==> config.mk <==
export PLATFORM = sky130hd
export DESIGN_NAME = mpq_queue
export DESIGN_NICKNAME = d
export VERILOG_FILES = /design/src/sv/mpq_pkg.sv /design/src/sv/mpq_queue.sv
export SDC_FILE = /design/constraint.sdc
export NUM_CORES = 1
export LEC_CHECK = 0
export ABC_AREA = 1
export BUFFER_PORTS_ARGS = -buffer_cell sky130_fd_sc_hd__buf_2
export CAP_MARGIN = 20
export CORE_ASPECT_RATIO = 1.1
export CORE_UTILIZATION = 25
export DETAILED_ROUTE_END_ITERATION = 12
export GPL_TIMING_DRIVEN = 0
export SKIP_LAST_GASP = 1
export SLEW_MARGIN = 10
export SYNTH_ARGS = -nofsm -noshare
export SYNTH_HDL_FRONTEND = slang
export SYNTH_SLANG_ARGS = --single-unit
==> constraint.sdc <==
create_clock -name clock -period 1.7 [get_ports clock]
set_clock_uncertainty 0.05 [all_clocks]
set_input_delay 0.17 -clock clock [delete_from_list [all_inputs] [get_ports clock]]
set_output_delay 0.17 -clock clock [all_outputs]
set_load 0.01 [all_outputs]
==> src/sv/mpq_pkg.sv <==
// shared constants and types for the mpq string hash block
package mpq_pkg;

   localparam logic [31:0] SEED_ONE_INIT = 32'h7FED7FED;
   localparam logic [31:0] SEED_TWO_INIT = 32'hEEEEEEEE;
   localparam logic [31:0] SEED_TWO_ADD  = 32'd3;

   localparam int          LCG_WIDTH = 22;
   localparam logic [21:0] LCG_INIT  = 22'h100001;
   localparam logic [21:0] LCG_MOD   = 22'h2AAAAB;
   localparam logic [6:0]  LCG_MUL   = 7'd125;
   localparam logic [2:0]  LCG_STEPS = 3'd7;
   localparam logic [1:0]  LCG_ADD   = 2'd3;

   localparam logic [2:0]  TABLE_LAST_ROW = 3'd4;
   localparam logic [7:0]  TABLE_LAST_COL = 8'hFF;

   localparam int          WINDOW_DEPTH = 256;
   localparam int          QUEUE_DEPTH  = 4;

   typedef struct packed {
      logic [31:0]       entry;
      logic signed [7:0] character;
      logic              last_char;
   } item_type;

endpackage

==> src/sv/mpq_queue.sv <==
// short fifo between the lookup front and the hash back
module mpq_queue #(
   parameter int DEPTH = mpq_pkg::QUEUE_DEPTH
) (
   input  logic                       clock,
   input  logic                       reset,
   input  logic                       push,
   input  mpq_pkg::item_type          push_item,
   input  logic                       pop,
   output mpq_pkg::item_type          head_item,
   output logic                       not_empty,
   output logic [$clog2(DEPTH+1)-1:0] count
);

   localparam int AW = $clog2(DEPTH);
   localparam int CW = $clog2(DEPTH + 1);
   localparam logic [AW-1:0] LAST_PTR = AW'(DEPTH - 1);

   mpq_pkg::item_type slot_ff [DEPTH];
   logic [AW-1:0] wr_ptr_ff, wr_ptr_in;
   logic [AW-1:0] rd_ptr_ff, rd_ptr_in;
   logic [CW-1:0] count_ff, count_in;

   always_comb begin
      wr_ptr_in = wr_ptr_ff;
      rd_ptr_in = rd_ptr_ff;
      count_in  = count_ff;
      if (push) begin
         wr_ptr_in = (wr_ptr_ff == LAST_PTR) ? '0 : wr_ptr_ff + AW'(1);
      end
      if (pop) begin
         rd_ptr_in = (rd_ptr_ff == LAST_PTR) ? '0 : rd_ptr_ff + AW'(1);
      end
      if (push && !pop) begin
         count_in = count_ff + CW'(1);
      end else if (pop && !push) begin
         count_in = count_ff - CW'(1);
      end
   end

   always_ff @(posedge clock) begin
      if (reset) begin
         wr_ptr_ff <= '0;
         rd_ptr_ff <= '0;
         count_ff  <= '0;
      end else begin
         wr_ptr_ff <= wr_ptr_in;
         rd_ptr_ff <= rd_ptr_in;
         count_ff  <= count_in;
      end
   end

   always_ff @(posedge clock) begin
      if (push) begin
         slot_ff[wr_ptr_ff] <= push_item;
      end
   end

   assign head_item = slot_ff[rd_ptr_ff];
   assign not_empty = (count_ff != '0);
   assign count     = count_ff;

endmodule

==> impl_metrics.json, run 1 <==
{
  "status": "finished with violations",
  "violations": "setup timing",
  "critPathMaxFanout": 7,
  "grt_util_met3_pct": 3.60,
  "worst_slew_pin_slew_ps": 275,
  "synth_commonest_cells": "164 x edfxtp_1, 91 x nor2_1, 48 x o21ai_1",
  "endpoint_kind": "output pin",
  "viasPerCell": 4.31,
  "synth_fa_ha_area_share_pct": 1.46,
  "synthTopCellsByArea": "edfxtp_1 75%, nor2_1 5.2%, o22ai_1 3.9%, o21ai_1 3.7%, o21ai_0 2.8%",
  "clk_latency_ps": 430,
  "vias": 4325,
  "yosysTopAreaCellShare_pct": 75.5,
  "htree_levels": 4,
  "min_path_type": "input pin to flop",
  "busiest_layer": "met2",
  "antenna_found_initial": 0,
  "hold_viol": 0,
  "syn_nets": 507,
  "dieArea_um2": 26700,
  "grt_max_degree": 29,
  "max_freq_ghz": 0.534,
  "drt_iter0_drc": 176,
  "diodes": 0,
  "clockRootBuffer": "clkbuf_16",
  "synth_edf_count": 164,
  "crit_required_ps": 1480,
  "synth.most_common_cell": "edfxtp_1",
  "cap_violations": 0,
  "wl_per_cell_um": 17.9,
  "cellLeakagePower_uw": 0.00351,
  "synth_cells": 455,
  "fin_crit_ps": 1870,
  "routed_wl_um": 18000,
  "grt_pass1_vias": 4264,
  "row_count": 61,
  "synth-simple-area-share_pct": 6.08,
  "path_clk_slew_ps": 60,
  "ys_warn_count": 0,
  "yosysSeqAreaShare_pct": 78.3,
  "coreArea_um2": 25500,
  "die_w_um": 156,
  "first_pass_iters": 4,
  "die_y_um": 171,
  "synth.area.mux_share_pct": 0,
  "synthesis.area_um2": 6520,
  "portBuffers": 89,
  "peakVddDrop_mv": 0.613,
  "placed_area_um2": 7460,
  "cp.arrival_ps": 1650,
  "synth_compound_area_share_pct": 10.7,
  "synth_top_family_by_area": "compound AO/OA/AOI/OAI gates",
  "grtUsageTotal_pct": 13.3,
  "synth_area_leader_cell": "edfxtp_1",
  "grt_util_met1_pct": 15.8,
  "finalSetupTns_ps": -4090,
  "final_core_util_pct": 38.9,
  "ys_seq_elements": 173,
  "crit_type": "flop to output pin",
  "grt_pass1_wl_um": 25400,
  "io_pins": 90,
  "place_ws_ps": -591,
  "clock_path_buffers": 2,
  "cts_tree": "built",
  "powerDensity_nw_per_um2": 1060,
  "slew_viol_final": 0,
  "timing.final.crit_share_pct": 110,
  "rsz0062_at_grt": "true",
  "grt_use_met2_pct": 23.3,
  "start_kind": "flop",
  "setup_viol": 41,
  "start_util_pct": 25.6,
  "ant_nets": 0,
  "drcViolationCount": 0,
  "synth_xor_area_share_pct": 0.134,
  "holdWs_ps": 30.0,
  "synthFlopType": "edfxtp_1",
  "postSynthAreaPerCell_um2": 14.3,
  "final_area_um2": 9910,
  "slew_headroom_pct": 81.6,
  "fin_ws_ps": -172,
  "fin_nets": 698,
  "yosysUniqueCellTypes": 21,
  "hpwl_um": 9330,
  "routabilityCongestion": 0.665,
  "synth-async-reset-ratio_pct": 0,
  "area_growth_pct": 52.0,
  "clock_sinks": 173,
  "cts-buffers-inserted": 17,
  "drive_above_1_share_pct": 48.5,
  "globalRouteOverflowTotal": 0
}
-- cells in the final DEF (no fill, tap or decap), drive strengths merged, types with 2 or more instances in the layout --
master       synthesis  layout
ha                   6       6
a21oi                3       3
clkinvlp             0      11
nor2                91      91
dlygate4sd3          0      42
nor3                 2       2
clkinv               0       8
clkbuf               2      20
o21ai               85      85
dfxtp                9       9
buf                 23     145
edfxtp             164     164
nand2                9       9
o22ai               41      41
bufinv               0       3
inv                 16      15
-- per-stage QoR --
| step | std cells | power (uW) |
|---|---|---|
| after floorplan | 455 | 5550 |
| after global placement | 890 | 6020 |
| after detailed placement | 892 | 6040 |
| after CTS | 995 | 10400 |
| after global routing | 1004 | 10900 |
| final | 1004 | 10500 |
-- cell families after synthesis --
logic type	after synthesis
and+or+nand+nor	104
DFF	173
xor gates and xnor gates	1
AOI/OAI and AO/OA	129
buffers and inverters	41
adders and majority gates	7
-- cell type report --
type / count / area [um2]
fillers: 2416 / 15600
flip-flops and latches: 173 / 5110
multi-input cells: 241 / 1850
repair buffers: 166 / 1380
well taps: 346 / 433
clock buffers: 17 / 425
plain buffers: 24 / 382
clock inverters: 14 / 165
inverters: 16 / 104
repair inverters: 7 / 61.3
-- per-layer routing --
layer	vias up	share of wire (%)	wire length, um
li1	2080	-	-
met2	80	52	9440
met3	16	3.8	685
met1	2149	43	7660
met5	-	0	0
met4	0	1.2	214
-- critical path, cell delays in order, from the launching register on --
cell       delay [ps]
dfxtp_4           390
buf_12            150
clkinv_8           90
clkbuf_16         170
o21ai_1           170
o22ai_2           110
buf_2             150
-- flip-flops by register name, summed over array words and instances (netlist names), named ones only --
| signal | flops |
|---|---|
| rd_ptr_ff | 2 |
| count | 3 |
| slot_ff | 164 |
| wr_ptr_ff | 2 |
-- final timing paths --
check	from	endpoint	slack, ps	depth (start not counted)
hold / removal	pop	rd_ptr_ff[1]$_SDFFE_PP0P_	30	3
setup reg to reg	wr_ptr_ff[1]$_SDFFE_PP0P_	slot_ff[1][12]$_DFFE_PP_	170	5
hold reg to reg	wr_ptr_ff[1]$_SDFFE_PP0P_	wr_ptr_ff[1]$_SDFFE_PP0P_	490	2
setup / recovery	flop	head_item[16]	-170	6
-- power breakdown --
group / internal, uW / switching [uW] / leakage, uW
clock: 2310 / 1600 / 0.000291
combinational: 763 / 887 / 0.00163
sequential: 4860 / 89.4 / 0.00158
-- timing repair --
action	in CTS	in global routing
resized for setup	154	134
hold buffers	42	0
cloned	11	6
hold endpoints to repair	168	0
pin swaps	67	40
buffers inserted	19	10
endpoints found under the setup margin	179	123
Note: power is estimated with default switching activity, not from simulation.
==> run 2, diff against run 1 <==
--- a/config.mk
+++ b/config.mk
@@ -12,6 +12,7 @@
 export CORE_UTILIZATION = 25
 export DETAILED_ROUTE_END_ITERATION = 12
 export GPL_TIMING_DRIVEN = 0
+export SETUP_SLACK_MARGIN = 0.2
 export SKIP_LAST_GASP = 1
 export SLEW_MARGIN = 10
 export SYNTH_ARGS = -nofsm -noshare
==> run 2 against run 1 <==
  * Wire length decreased by 8.3%
  * Power decreased by 8.1%
  * Count of clock-buffer cells in the layout increased by 2
  * Largest cell class unchanged
  * Global-route usage decreased by 0.36 points
  * Non-clock buffer count decreased by 9
  * Combinational power decreased by 22%
  * Critical path depth decreased by 1
  * First-iteration DRC count decreased by 6.8%
  * Largest power group unchanged
  * Utilization decreased by 3.6 points
  * Sequential share of layout area increased by 5.4 points
  * The flow still finishes with violations (setup timing)
  * Worst hold slack got worse by 2.9 ps
  * Setup slack improved by 78 ps
==> impl_metrics.json, run 2 (synthesis results as in run 1) <==
{
  "crit_chain": "buf_6 -> buf_8 -> o21ai_1 -> o22ai_1 -> buf_2",
  "fin_ws_ps": -94.5,
  "rsz0062_at_grt": "true",
  "cellLeakagePower_uw": 0.00321,
  "clock_sinks": 173,
  "final_area_um2": 8980,
  "endpoint_kind": "output pin",
  "grtUsageTotal_pct": 13.0,
  "cts_tree": "built",
  "fin_crit_ps": 1790,
  "largest-register": "slot_ff",
  "mostFrequentLayoutCells": "164 x edfxtp_1, 91 x nor2_1, 88 x buf_2",
  "clockRootBuffer": "clkbuf_16",
  "grt_pass1_vias": 4215,
  "cpMaxStageDelayCell": "dfxtp_4",
  "place_ws_ps": -541,
  "vias": 4208,
  "slew_headroom_pct": 82.7,
  "largest_reg_flops": 164,
  "hpwl_um": 9230,
  "worst_slew_pin_slew_ps": 259,
  "min_path_type": "input pin to flop",
  "powerDensity_nw_per_um2": 1070,
  "portBuffers": 89,
  "max_freq_ghz": 0.557,
  "drt_iter0_drc": 164,
  "routed_wl_um": 16500,
  "routabilityCongestion": 0.706,
  "start_util_pct": 25.6,
  "wl_per_cell_um": 16.6,
  "ant_nets": 0,
  "drive_above_1_share_pct": 31.4,
  "final_common_cell": "edfxtp_1",
  "io_pins": 90,
  "grt_pass1_wl_um": 24400,
  "die_y_um": 171,
  "clock_path_buffers": 2,
  "fin_nets": 688,
  "crit_required_ps": 1480,
  "coreArea_um2": 25500,
  "cp.arrival_ps": 1570,
  "first_pass_iters": 4,
  "cts-buffers-inserted": 17,
  "path_clk_slew_ps": 70,
  "viasPerCell": 4.22,
  "antenna_found_initial": 1,
  "htree_levels": 4,
  "crit_type": "flop to output pin",
  "slew_viol_final": 0,
  "clk_latency_ps": 420,
  "hold_viol": 0,
  "cap_violations": 0,
  "die_w_um": 156,
  "globalRouteOverflowTotal": 0,
  "status": "finished with violations",
  "start_kind": "flop",
  "total_power_uw": 9660,
  "timing.final.crit_share_pct": 106,
  "dieArea_um2": 26700,
  "area_growth_pct": 37.7,
  "critPathMaxFanout": 10,
  "grt_max_degree": 30,
  "row_count": 61,
  "violations": "setup timing",
  "setup_viol": 38,
  "slowest_delay_ps": 400,
  "placed_area_um2": 7470,
  "peakVddDrop_mv": 0.660,
  "drcViolationCount": 0
}
-- run 2: cell types whose count changed in the layout (fill, tap and decap cells not counted), moves of 8 or more --
| cell | before | now |
|---|---|---|
| o21ai_4 | 9 | 0 |
| nor2_1 | 54 | 91 |
| nor2_2 | 19 | 0 |
| buf_12 | 17 | 9 |
| nor2_4 | 18 | 0 |
| o21ai_0 | 10 | 31 |
| o22ai_1 | 12 | 32 |
| o21ai_1 | 18 | 49 |
| o22ai_2 | 29 | 9 |
| o21ai_2 | 48 | 5 |
-- run 2: metrics by stage --
step	hold slack, ps	setup TNS (ps)	cells	utilization, %
final	27.1	-1820	996	35.2
after global placement	336	-84300	890	29.2
after detailed placement	335	-45140	892	29.3
after global routing	48.8	-5520	996	35.2
after CTS	4.74	-3930	995	35.0
after floorplan	185	0	455	-
-- run 2: path summary, 6_finish.rpt --
| kind | from | endpoint | slack [ps] | depth (start not counted) |
|---|---|---|---|---|
| max | flop | head_item[32] | -90 | 5 |
| min | pop | rd_ptr_ff[1]$_SDFFE_PP0P_ | 30 | 3 |
| max reg2reg | wr_ptr_ff[1]$_SDFFE_PP0P_ | slot_ff[1][2]$_DFFE_PP_ | 270 | 5 |
| min reg2reg | wr_ptr_ff[1]$_SDFFE_PP0P_ | wr_ptr_ff[1]$_SDFFE_PP0P_ | 440 | 2 |
-- run 2: critical path, delay by kind of cell, from the launching register on --
family                 cells  cell delay (ps)
buffers and inverters      3              470
flip-flops                 1              400
AO/OA/AOI/OAI              2              270
-- run 2: layer usage --
metal	track usage (%)	part of all wire, %	up-vias
met2	22.6	51	93
met5	0	0	-
met4	4.39	0.99	0
met3	3.85	4.8	11
li1	-	-	2060
met1	15.2	43	2044
-- run 2: power by group --
| group | leakage [uW] | internal, uW | switching, uW |
|---|---|---|---|
| Combinational | 0.00138 | 563 | 728 |
| Sequential | 0.00158 | 4860 | 61.3 |
| Clock | 0.000247 | 1870 | 1580 |
-- run 2: layout make-up --
type	instances	area [um2]
clock inverters	13	91.3
diodes	1	2.50
clock buffers	19	433
repair buffers	156	1150
repair inverters	6	45.0
fillers	2511	16500
plain buffers	25	335
well taps	346	433
multi-input cells	241	1290
inverters	16	82.6
flip-flops and latches	173	5110
-- run 2: what timing repair did --
item / CTS / global route
setup buffers: 21 / 0
endpoints found under the hold margin: 168 / 0
hold buffers: 42 / 0
gates resized for setup: 71 / 17
pin swaps: 9 / 2
cloned: 8 / 0
endpoints found under the setup margin: 193 / 80
