===== config.mk =====
export PLATFORM = sky130hd
export DESIGN_NAME = mpq_back_flat
export DESIGN_NICKNAME = d
export VERILOG_FILES = /design/src/sv/mpq_pkg.sv /design/src/sv/mpq_if.sv /design/src/sv/mpq_back.sv /design/src/flat_wrapper.sv
export SDC_FILE = /design/constraint.sdc
export NUM_CORES = 1
export LEC_CHECK = 0
export ABC_AREA = 1
export BUFFER_PORTS_ARGS = -buffer_cell sky130_fd_sc_hd__buf_2
export CAP_MARGIN = 20
export CORE_ASPECT_RATIO = 1.2
export CORE_MARGIN = 1.5
export CORE_UTILIZATION = 45
export DETAILED_ROUTE_END_ITERATION = 8
export PLACE_DENSITY = 0.66
export SYNTH_ARGS = -nofsm -noshare
export SYNTH_HDL_FRONTEND = slang
export SYNTH_SLANG_ARGS = --single-unit

===== constraint.sdc =====
create_clock -name clock -period 4.2 [get_ports clock]
set_input_delay 0.84 -clock clock [delete_from_list [all_inputs] [get_ports clock]]
set_output_delay 0.84 -clock clock [all_outputs]
set_load 0.01 [all_outputs]

===== src/sv/mpq_pkg.sv =====
// shared constants and types for the mpq string hash block
package mpq_pkg;

   localparam logic [31:0] SEED_ONE_INIT = 32'h7FED7FED;
   localparam logic [31:0] SEED_TWO_INIT = 32'hEEEEEEEE;
   localparam logic [31:0] SEED_TWO_ADD  = 32'd3;

   localparam int          LCG_WIDTH = 22;
   localparam logic [21:0] LCG_INIT  = 22'h100001;
   localparam logic [21:0] LCG_MOD   = 22'h2AAAAB;
   localparam logic [6:0]  LCG_MUL   = 7'd125;
   localparam logic [2:0]  LCG_STEPS = 3'd7;
   localparam logic [1:0]  LCG_ADD   = 2'd3;

   localparam logic [2:0]  TABLE_LAST_ROW = 3'd4;
   localparam logic [7:0]  TABLE_LAST_COL = 8'hFF;

   localparam int          WINDOW_DEPTH = 256;
   localparam int          QUEUE_DEPTH  = 4;

   typedef struct packed {
      logic [31:0]       entry;
      logic signed [7:0] character;
      logic              last_char;
   } item_type;

endpackage


===== src/sv/mpq_if.sv =====


interface mpq_rsp_if;
   logic        valid;
   logic        ready;
   logic [31:0] hash_one;
   logic [31:0] hash_two;

   modport source (output valid, output hash_one, output hash_two, input ready);
   modport sink   (input valid, input hash_one, input hash_two, output ready);
endinterface


===== src/sv/mpq_back.sv =====
// seed update and result register
module mpq_back (
   input  logic              clock,
   input  logic              reset,
   input  mpq_pkg::item_type head_item,
   input  logic              not_empty,
   output logic              pop,
   mpq_rsp_if.source         rsp
);

   logic [31:0] seed_one_ff, seed_one_in;
   logic [31:0] seed_two_ff, seed_two_in;
   logic        rsp_valid_ff, rsp_valid_in;
   logic [31:0] hash_one_ff, hash_two_ff;
   logic [31:0] next_one;
   logic [31:0] next_two;
   logic        out_free;

   always_comb begin
      next_one = head_item.entry ^ (seed_one_ff + seed_two_ff);
      next_two = {{24{head_item.character[7]}}, head_item.character}
               + next_one + seed_two_ff + {seed_two_ff[26:0], 5'd0}
               + mpq_pkg::SEED_TWO_ADD;
      out_free = !rsp_valid_ff || rsp.ready;
      pop      = not_empty && (!head_item.last_char || out_free);

      seed_one_in  = seed_one_ff;
      seed_two_in  = seed_two_ff;
      rsp_valid_in = rsp_valid_ff && !rsp.ready;
      if (pop) begin
         if (head_item.last_char) begin
            seed_one_in  = mpq_pkg::SEED_ONE_INIT;
            seed_two_in  = mpq_pkg::SEED_TWO_INIT;
            rsp_valid_in = 1'b1;
         end else begin
            seed_one_in = next_one;
            seed_two_in = next_two;
         end
      end
   end

   always_ff @(posedge clock) begin
      if (reset) begin
         seed_one_ff  <= mpq_pkg::SEED_ONE_INIT;
         seed_two_ff  <= mpq_pkg::SEED_TWO_INIT;
         rsp_valid_ff <= 1'b0;
      end else begin
         seed_one_ff  <= seed_one_in;
         seed_two_ff  <= seed_two_in;
         rsp_valid_ff <= rsp_valid_in;
      end
   end

   always_ff @(posedge clock) begin
      if (pop && head_item.last_char) begin
         hash_one_ff <= next_one;
         hash_two_ff <= next_two;
      end
   end

   assign rsp.valid    = rsp_valid_ff;
   assign rsp.hash_one = hash_one_ff;
   assign rsp.hash_two = hash_two_ff;

endmodule

===== src/flat_wrapper.sv =====
// flat-port wrapper written by rule: the top's interface ports become plain ports
module mpq_back_flat 
  (clock, reset, head_item, not_empty, pop, rsp_valid, rsp_hash_one, rsp_hash_two, rsp_ready);
  mpq_rsp_if rsp_i ();
  input  logic clock;
  input  logic reset;
  input  mpq_pkg::item_type head_item;
  input  logic not_empty;
  output logic pop;
  output wire logic [$bits(rsp_i.valid)-1:0] rsp_valid;
  output wire logic [$bits(rsp_i.hash_one)-1:0] rsp_hash_one;
  output wire logic [$bits(rsp_i.hash_two)-1:0] rsp_hash_two;
  input wire logic [$bits(rsp_i.ready)-1:0] rsp_ready;
  assign rsp_valid = rsp_i.valid;
  assign rsp_hash_one = rsp_i.hash_one;
  assign rsp_hash_two = rsp_i.hash_two;
  assign rsp_i.ready = rsp_ready;
  mpq_back u_core (.clock(clock), .reset(reset), .head_item(head_item), .not_empty(not_empty), .pop(pop), .rsp(rsp_i));
endmodule

==> results of run 1 <==
[final cells by class]
type,count,area share
clock inverters,14,0.00703
well taps,279,0.0213
multi-input cells,870,0.485
inverters,281,0.0652
flip-flops and latches,129,0.199
repair buffers,435,0.195
clock buffers,18,0.0275
[through the flow]
step / hold WS [ps] / area (µm²)
2_1_floorplan: 441 / 10200
3_3_place_gp: 453 / 13000
3_5_place_dp: 459 / 13000
4_1_cts: 474 / 15400
5_1_grt: 505 / 16400
6_report: 481 / 16400
[worst max-delay path, cell delays in order (launching register included)]
cell	delay [ps]
dfxtp_2	340
ha_4	300
nand2_1	100
nor2_1	210
and2_1	220
nand2_2	80
nand3_4	120
nand2_4	70
nand2_4	110
xnor2_4	130
inv_2	80
fa_1	520
inv_2	50
fa_1	560
inv_2	50
ha_4	330
nand2_4	110
nor2_4	220
clkinv_4	130
buf_6	140
nor2_4	70
nand3b_1	150
buf_4	180
nand3b_1	130
buf_4	140
nand3_4	70
nand2_2	70
[layout by cell type (no fill, tap or decap), types with 9 or more instances in the layout]
cell and n:
nand2_2 50, a21oi_2 32, clkbuf_16 18, nand3b_1 10
inv_2 46, o21ai_0 27, a21oi_1 71, xor2_4 11
nand2_4 20, ha_4 44, fa_1 57, xor2_1 29
xnor2_1 18, dfxtp_2 23, a21oi_4 21, nand2_1 207
buf_4 272, nand3_1 22, o211ai_1 13, and2_4 9
nand3_4 9, o21ai_1 12, dfxtp_1 42, a21o_1 10
inv_1 231, nor2_4 19, o21ai_2 12, buf_6 52
nand3_2 17, ha_1 22, nor2_1 42, nor2_2 13
buf_2 110, edfxtp_1 64
[repair_timing]
action	4_1_cts	5_1_grt
resized for setup	322	198
setup endpoints to repair	49	52
pin swaps	90	91
setup buffers	46	38
cloned	0	0
[cells by family (layout without fill, tap and decap cells)]
family                   Yosys count  after routing  synth area share
AND/OR/NAND/NOR                  454            454             0.191
AO/OA/AOI/OAI                    219            219             0.122
flip-flops                       129            129             0.317
buffers and inverters            300            748             0.111
adder cells (fa/ha/maj)          125            125             0.197
XOR/XNOR                          72             72            0.0628
[routing by layer]
| layer | part of all wire | up-vias | routed length (µm) |
|---|---|---|---|
| met1 | 0.39 | 5223 | 15500 |
| li1 | - | 4966 | - |
| met2 | 0.49 | 512 | 19200 |
| met3 | 0.065 | 145 | 2530 |
| met5 | 0 | - | 0 |
| met4 | 0.051 | 0 | 1990 |
[state kept, by name (all words and copies together), names as in the netlist]
signal,cells
u_core.rsp.hash_one,32
u_core.rsp.hash_two,32
u_core.seed_one_ff,32
u_core.seed_two_ff,32
u_core.rsp.valid,1
[final timing paths]
path	startpoint	slack, ps	endpoint
max	u_core.seed_one_ff[6]	-570	u_core.seed_two_ff[26]
min	u_core.seed_one_ff[31]	480	u_core.seed_one_ff[31]
max reg2reg	u_core.seed_one_ff[6]	-570	u_core.seed_two_ff[26]
min reg2reg	u_core.seed_one_ff[31]	480	u_core.seed_one_ff[31]
==> results.toml, run 1 <==
[sta]
worst_slack_ps = -568
final.setup.tns_ps = -13610
finalMaxSlewViolations = 0
period_needed_ps = 4770
period_share = 1.14
finalHoldViolCount = 0
grt_setup_unrepaired = "true"
finalSetupViolCount = 49
max_freq_mhz = 210
worstMarginPinSlew_ps = 916
fin_skew_ps = 12.4
slew_headroom = 0.389

[critical_path]
critPathMaxFanout = 4
worstSetupEndpointType = "register"
path_class = "register to register"
critPathLaunchType = "register"
ff2ff_path_depth = 26
crit_arrival_ps = 5150
required_ps = 4580

[drt]
postRouteWirelength_mm = 39.2
via_count = 10846
via_per_inst = 5.35
drtIter0Drc = 856
first_pass_iters = 8
drc = 0
wl_per_cell_um = 19.3
ant_nets = 0

[global_route]
met3_usage = 0.0366
use_met1 = 0.385
antenna_found_initial = 1
grt_pass1_wl_mm = 55.0
grt_pass1_vias = 10758
overflow = 0
grt_max_degree = 75
grt_usage = 0.308
grt-busiest-layer = "met2"
grt_util_met2 = 0.534

[clock_network]
cts_tree = "done"
cts_hold_buffers = 0
root_buffer = "clkbuf_16"
path_clk_slew_ps = 70
htreeDepth = 4
clk_latency_ps = 450
cts_buffers = 17
clockBufferDepth = 2
cts_sinks = 129

[place]
gp_congestion = 0.950
portBuffers = 110
dp_hpwl_mm = 25.3
place_inst = 1931
pre_cts_ws_ps = -700

[run_status]
status = "complete, but fails checks"
failed_checks = "negative setup slack"

[finish]
num_antenna_cells = 0
utilization = 0.734
nFillCells = 1506
final_cells = 2026
multi_input_area_um2 = 7940
syn_to_final_growth_pct = 61.1
register_area_um2 = 3250
layout.nets = 1904
drive_above_1_share = 0.484

[yosys]
synth.largest_area_cell = "edfxtp_1"
synth_cell_types = 40
netlist_top_cells_count = "inv_1, nand2_1, a21oi_1"
syn_inst = 1299
syn_nets = 1469
synth_ff_type = "dfxtp_1"
yosysSeqAreaShare = 0.317
ys_top_cells_by_area = "edfxtp_1, dfxtp_1, fa_1"
yosysMostFrequentCell = "inv_1"
syn_area_um2 = 10200
synth_edf_count = 64
synth.yosys.warnings = 0
syn_area_per_cell_um2 = 7.83
synth_top_area_frac = 0.189
synth_seq_cells = 129
synthArstFlopShare = 0

[floorplanning]
die_h_um = 168
initial_utilization = 0.456
ios = 111
row_count = 60
die-area_um2 = 23500
coreArea_um2 = 22300
dieWidth_um = 140

[hold_path]
hold_path_depth = 2
hp-class = "register to register"

[flow_run]
drv_cap = 0
Power of run 1 is not shown: default switching activity piles up to over one toggle a cycle in this logic, so the estimate is an artifact.
==> inputs of run 2 (changes only) <==
--- a/config.mk
+++ b/config.mk
@@ -10,9 +10,9 @@
 export CAP_MARGIN = 20
 export CORE_ASPECT_RATIO = 1.2
 export CORE_MARGIN = 1.5
-export CORE_UTILIZATION = 45
+export CORE_UTILIZATION = 55
 export DETAILED_ROUTE_END_ITERATION = 8
-export PLACE_DENSITY = 0.66
+export PLACE_DENSITY = 0.78
 export SYNTH_ARGS = -nofsm -noshare
 export SYNTH_HDL_FRONTEND = slang
 export SYNTH_SLANG_ARGS = --single-unit
==> run 2 against run 1 <==
  * The flow still finishes with violations (negative setup slack)
  * Sequential cell count unchanged
  * Register-to-register slack got worse by 130 ps
  * Count of clock-buffer cells in the layout decreased by 1
  * Non-clock buffer count decreased by 14
  * Via count increased by 11%
  * Critical path depth unchanged
  * Sequential share of layout area increased by 0.43 points
  * Die area decreased by 18%
  * Hold slack got worse by 3.8 ps
  * Routed wire length increased by 17%
  * Critical path type unchanged
==> results.toml, run 2 (synthesis results as in run 1) <==
[finish]
utilization = 0.880
nFillCells = 812
syn_to_final_growth_pct = 57.4
layout_commonest_cell = "buf_4"
final_cell_mix = "buf_4, inv_1, nand2_1"
final_cells = 1958
layout.nets = 1890
drive_above_1_share = 0.468

[sta]
period_share = 1.17
grt_setup_unrepaired = "true"
worstMarginPinSlew_ps = 809
finalSetupViolCount = 51
finalMaxSlewViolations = 0
fin_skew_ps = 14.2
fin_hold_ws_ps = 477
slew_headroom = 0.461
period_needed_ps = 4900
worst_slack_ps = -695
max_freq_mhz = 204
final.setup.tns_ps = -20400
finalHoldViolCount = 0

[critical_path]
critPathLaunchType = "register"
critPathMaxFanout = 4
worst-r2r-setup-slack_ps = -700
worstSetupEndpointType = "register"
path_class = "register to register"
rr_startpoint = "u_core.seed_two_ff[5]"
crit_top_cell = "nand2_1"
ff2ff_path_depth = 26
required_ps = 4600
cpMaxStageDelayCell = "fa_1"
cpPeakStageDelay_ps = 490
r2r_end = "u_core.seed_two_ff[29]"
crit_arrival_ps = 5300

[run_status]
status = "complete, but fails checks"
failed_checks = "negative setup slack"

[global_route]
grt_pass1_wl_mm = 59.8
overflow = 0
grt_max_degree = 73
grt_pass1_vias = 11470
grt_usage = 0.405
antenna_found_initial = 1

[drt]
wl_per_cell_um = 23.5
drtIter0Drc = 1524
drc = 0
ant_nets = 0
postRouteWirelength_mm = 45.9
via_per_inst = 6.16
first_pass_iters = 8
via_count = 12054

[place]
portBuffers = 110
dp_hpwl_mm = 25.4
gp_congestion = 0.999
place_inst = 1877

[floorplanning]
coreArea_um2 = 18200
initial_utilization = 0.559
dieWidth_um = 127
die-area_um2 = 19300
ios = 111
row_count = 54
die_h_um = 152

[clock_network]
path_clk_slew_ps = 70
root_buffer = "clkbuf_16"
cts_tree = "done"
htreeDepth = 4
clockBufferDepth = 2
cts_hold_buffers = 0
cts_sinks = 129
cts_buffers = 17
clk_latency_ps = 460

[hold_path]
hold_path_end = "u_core.seed_one_ff[23]"
holdCritStartpoint = "u_core.seed_one_ff[23]"
hp-class = "register to register"
hold_path_depth = 2

[flow_run]
drv_cap = 0
-- run 2: per-stage QoR --
stage | instance area [µm²] | setup slack, ps
after CTS | 15000 | -432
after floorplan | 10200 | 19.4
after global routing | 16000 | -799
after global placement | 13000 | -698
final | 16000 | -695
after detailed placement | 13000 | -864
-- run 2: worst max-delay path by stage --
stage / cells after the start / end / slack, ps / from
after floorplan: 27 / u_core.rsp.hash_two[30] / 20 / u_core.seed_two_ff[0]
after global placement: 25 / u_core.rsp.hash_two[27] / -700 / u_core.seed_one_ff[0]
after detailed placement: 25 / u_core.rsp.hash_two[27] / -860 / u_core.seed_one_ff[0]
after CTS: 26 / u_core.rsp.hash_two[27] / -430 / u_core.seed_one_ff[0]
after global routing: 26 / u_core.seed_two_ff[29] / -800 / u_core.seed_two_ff[5]
final: 26 / u_core.seed_two_ff[29] / -700 / u_core.seed_two_ff[5]
-- run 2: worst max-delay path, delay by kind of cell (launching register included) --
family,cells,cell delay (ps)
flip-flops,1,340
AND/OR/NAND/NOR,13,1680
adder cells (fa/ha/maj),4,1510
buffers and inverters,4,400
XOR/XNOR,1,190
AO/OA/AOI/OAI,4,730
-- run 2: area by class of cell --
type | count | area (µm²) | area share
multi-input combinational | 870 | 7830 | 0.489
sequential | 129 | 3250 | 0.203
timing repair buffer | 421 | 3010 | 0.188
inverter | 281 | 1060 | 0.0665
clock buffer | 17 | 425 | 0.0266
tap | 224 | 280 | 0.0175
clock inverter | 15 | 145 | 0.00907
antenna | 1 | 2.50 | 0.000156
-- run 2: layer usage --
layer,wire (µm),vias to the layer above,part of all wire,global-route usage
li1,-,4924,-,-
met1,15400,5644,0.34,0.483
met2,21300,1106,0.46,0.681
met3,5270,380,0.11,0.0824
met4,3920,0,0.085,0.225
met5,0,-,0,0
-- run 2: timing repair --
item,4_1_cts,5_1_grt
setup buffers,27,27
gates resized for setup,285,175
endpoints found under the hold margin,0,0
cloned,0,0
pin swaps,95,83
endpoints found under the setup margin,50,51
Power of run 2 is left out for the same reason.
==> inputs of run 3 (changes only) <==
--- a/config.mk
+++ b/config.mk
@@ -11,8 +11,9 @@
 export CORE_ASPECT_RATIO = 1.2
 export CORE_MARGIN = 1.5
 export CORE_UTILIZATION = 55
+export CTS_CLUSTER_SIZE = 12
 export DETAILED_ROUTE_END_ITERATION = 8
-export PLACE_DENSITY = 0.78
+export PLACE_DENSITY = 0.75
 export SYNTH_ARGS = -nofsm -noshare
 export SYNTH_HDL_FRONTEND = slang
 export SYNTH_SLANG_ARGS = --single-unit
==> constraint.sdc (replaced) <==
create_clock -name clock -period 5.43 [get_ports clock]
set_input_delay 1.086 -clock clock [delete_from_list [all_inputs] [get_ports clock]]
set_output_delay 1.086 -clock clock [all_outputs]
set_load 0.01 [all_outputs]
==> run 3 against run 2 <==
  * The flow now finishes without violations
  * Routed wire length is 36% lower
  * Sequential cell count unchanged
  * Die area is the same
  * Hold slack worse by 2.2 ps
  * Sequential share of layout area up 7.4 points
  * Largest cell class unchanged
==> results.toml, run 3 (synthesis results as in run 1) <==
[hold_path]
hold_path_depth = 2
hold_path_end = "u_core.seed_one_ff[24]"
hp-class = "register to register"
holdCritStartpoint = "u_core.seed_one_ff[24]"

[critical_path]
cpMaxStageDelayCell = "fa_1"
ff2ff_path_depth = 24
worst-r2r-setup-slack_ps = 280
crit_arrival_ps = 5330
r2r_end = "u_core.rsp.hash_two[27]"
cpPeakStageDelay_ps = 480
critPathLaunchType = "register"
crit_path_cell_trace = "ha_1 > inv_1 > fa_1 > o21ai_4 > a21oi_1 > o21bai_1 > nand3_1 > nand2_1 > nand2_1 > nand2_1 > inv_1 > fa_1 > inv_1 > fa_1 > inv_1 > ha_1 > nand2_1 > nor2_1 > inv_1 > nor2_1 > nand4_1 > nand2_1 > nand2_1 > and2_1"
crit_top_cell = "nand2_1"
worstSetupEndpointType = "register"
required_ps = 5610
path_class = "register to register"
rr_startpoint = "u_core.seed_two_ff[0]"
critPathMaxFanout = 6

[drt]
via_count = 8997
ant_nets = 0
drtIter0Drc = 721
via_per_inst = 5.42
drc = 0
wl_per_cell_um = 17.7
first_pass_iters = 7
postRouteWirelength_mm = 29.4

[finish]
drive_above_1_share = 0.131
nFillCells = 1597
final_cells = 1660
layout_commonest_cell = "inv_1"
multi_input_area_um2 = 5830
num_antenna_cells = 0
syn_to_final_growth_pct = 14.6
layout.nets = 1593
register_area_um2 = 3220
final_cell_mix = "inv_1, nand2_1, a21oi_1"

[global_route]
grt_pass1_vias = 8807
antenna_found_initial = 0
grt_max_degree = 75
overflow = 0
grt_usage = 0.315
grt_pass1_wl_mm = 46.4

[floorplanning]
initial_utilization = 0.559
coreArea_um2 = 18200
die_h_um = 152
die-area_um2 = 19300
dieWidth_um = 127
ios = 111
row_count = 54

[sta]
slew_headroom = 0.446
finalMaxSlewViolations = 0
worstMarginPinSlew_ps = 831
finalSetupViolCount = 0
period_needed_ps = 5150
fin_skew_ps = 11.6
max_freq_mhz = 194
finalHoldViolCount = 0
period_share = 0.949

[clock_network]
root_buffer = "clkbuf_16"
clk_latency_ps = 440
cts_hold_buffers = 0
htreeDepth = 4
clockBufferDepth = 2
cts_buffers = 17
cts_tree = "done"
cts_sinks = 129
path_clk_slew_ps = 70

[place]
gp_congestion = 0.961
dp_hpwl_mm = 23.5
portBuffers = 110
place_inst = 1628

[flow_run]
drv_cap = 0

[run_status]
status = "finished, final reports clean"
-- run 3: timing repair --
item                                    in CTS  in global routing
hold endpoints to repair                     0                  0
resized for setup                            0                  1
setup buffers                                0                  0
endpoints found under the setup margin       0                  4
-- run 3: final cells by class --
class	count	area share
clock buffer	17	0.0365
clock inverter	15	0.0157
inverter	281	0.0905
multi-input combinational	870	0.500
sequential	129	0.277
tap	224	0.0241
timing repair buffer	124	0.0563
-- run 3: how the worst max path moves through the flow --
| stage | from | end | cells after the start |
|---|---|---|---|
| 2_1_floorplan | u_core.seed_two_ff[0] | u_core.rsp.hash_two[23] | 24 |
| 3_3_place_gp | u_core.seed_two_ff[0] | u_core.rsp.hash_two[28] | 25 |
| 3_5_place_dp | u_core.seed_two_ff[0] | u_core.rsp.hash_two[27] | 24 |
| 4_1_cts | u_core.seed_two_ff[0] | u_core.rsp.hash_two[27] | 24 |
| 5_1_grt | u_core.seed_two_ff[0] | u_core.rsp.hash_two[23] | 24 |
| 6_report | u_core.seed_two_ff[0] | u_core.rsp.hash_two[27] | 24 |
-- run 3: metrics by stage --
stage                     setup TNS [ps]  setup slack, ps   util  instance area, µm²  hold slack [ps]
after floorplan                        0             1050      -               10200              441
after global placement                 0              403  0.607               11000              454
after detailed placement               0              341  0.607               11000              461
after CTS                              0              333  0.641               11600              478
after global routing               -3.45            -2.76  0.641               11600              486
final                                  0              277  0.641               11600              475
-- run 3: worst max-delay path: cells and delay by family, from the launching register on --
family / cells / cell delay, ps
adders and majority gates: 5 / 1970
and+or+nand+nor: 11 / 1460
AOI/OAI and AO/OA: 3 / 750
DFF: 1 / 410
buffers and inverters: 5 / 290
-- run 3: routing by layer --
metal  wire, µm  vias up  GRT usage
met5          0        -          0
met4        908        0      0.122
met3       1910       54     0.0489
met2      13700      345      0.508
met1      12800     4234      0.428
li1           -     4364          -
Power of run 3 is left out for the same reason.
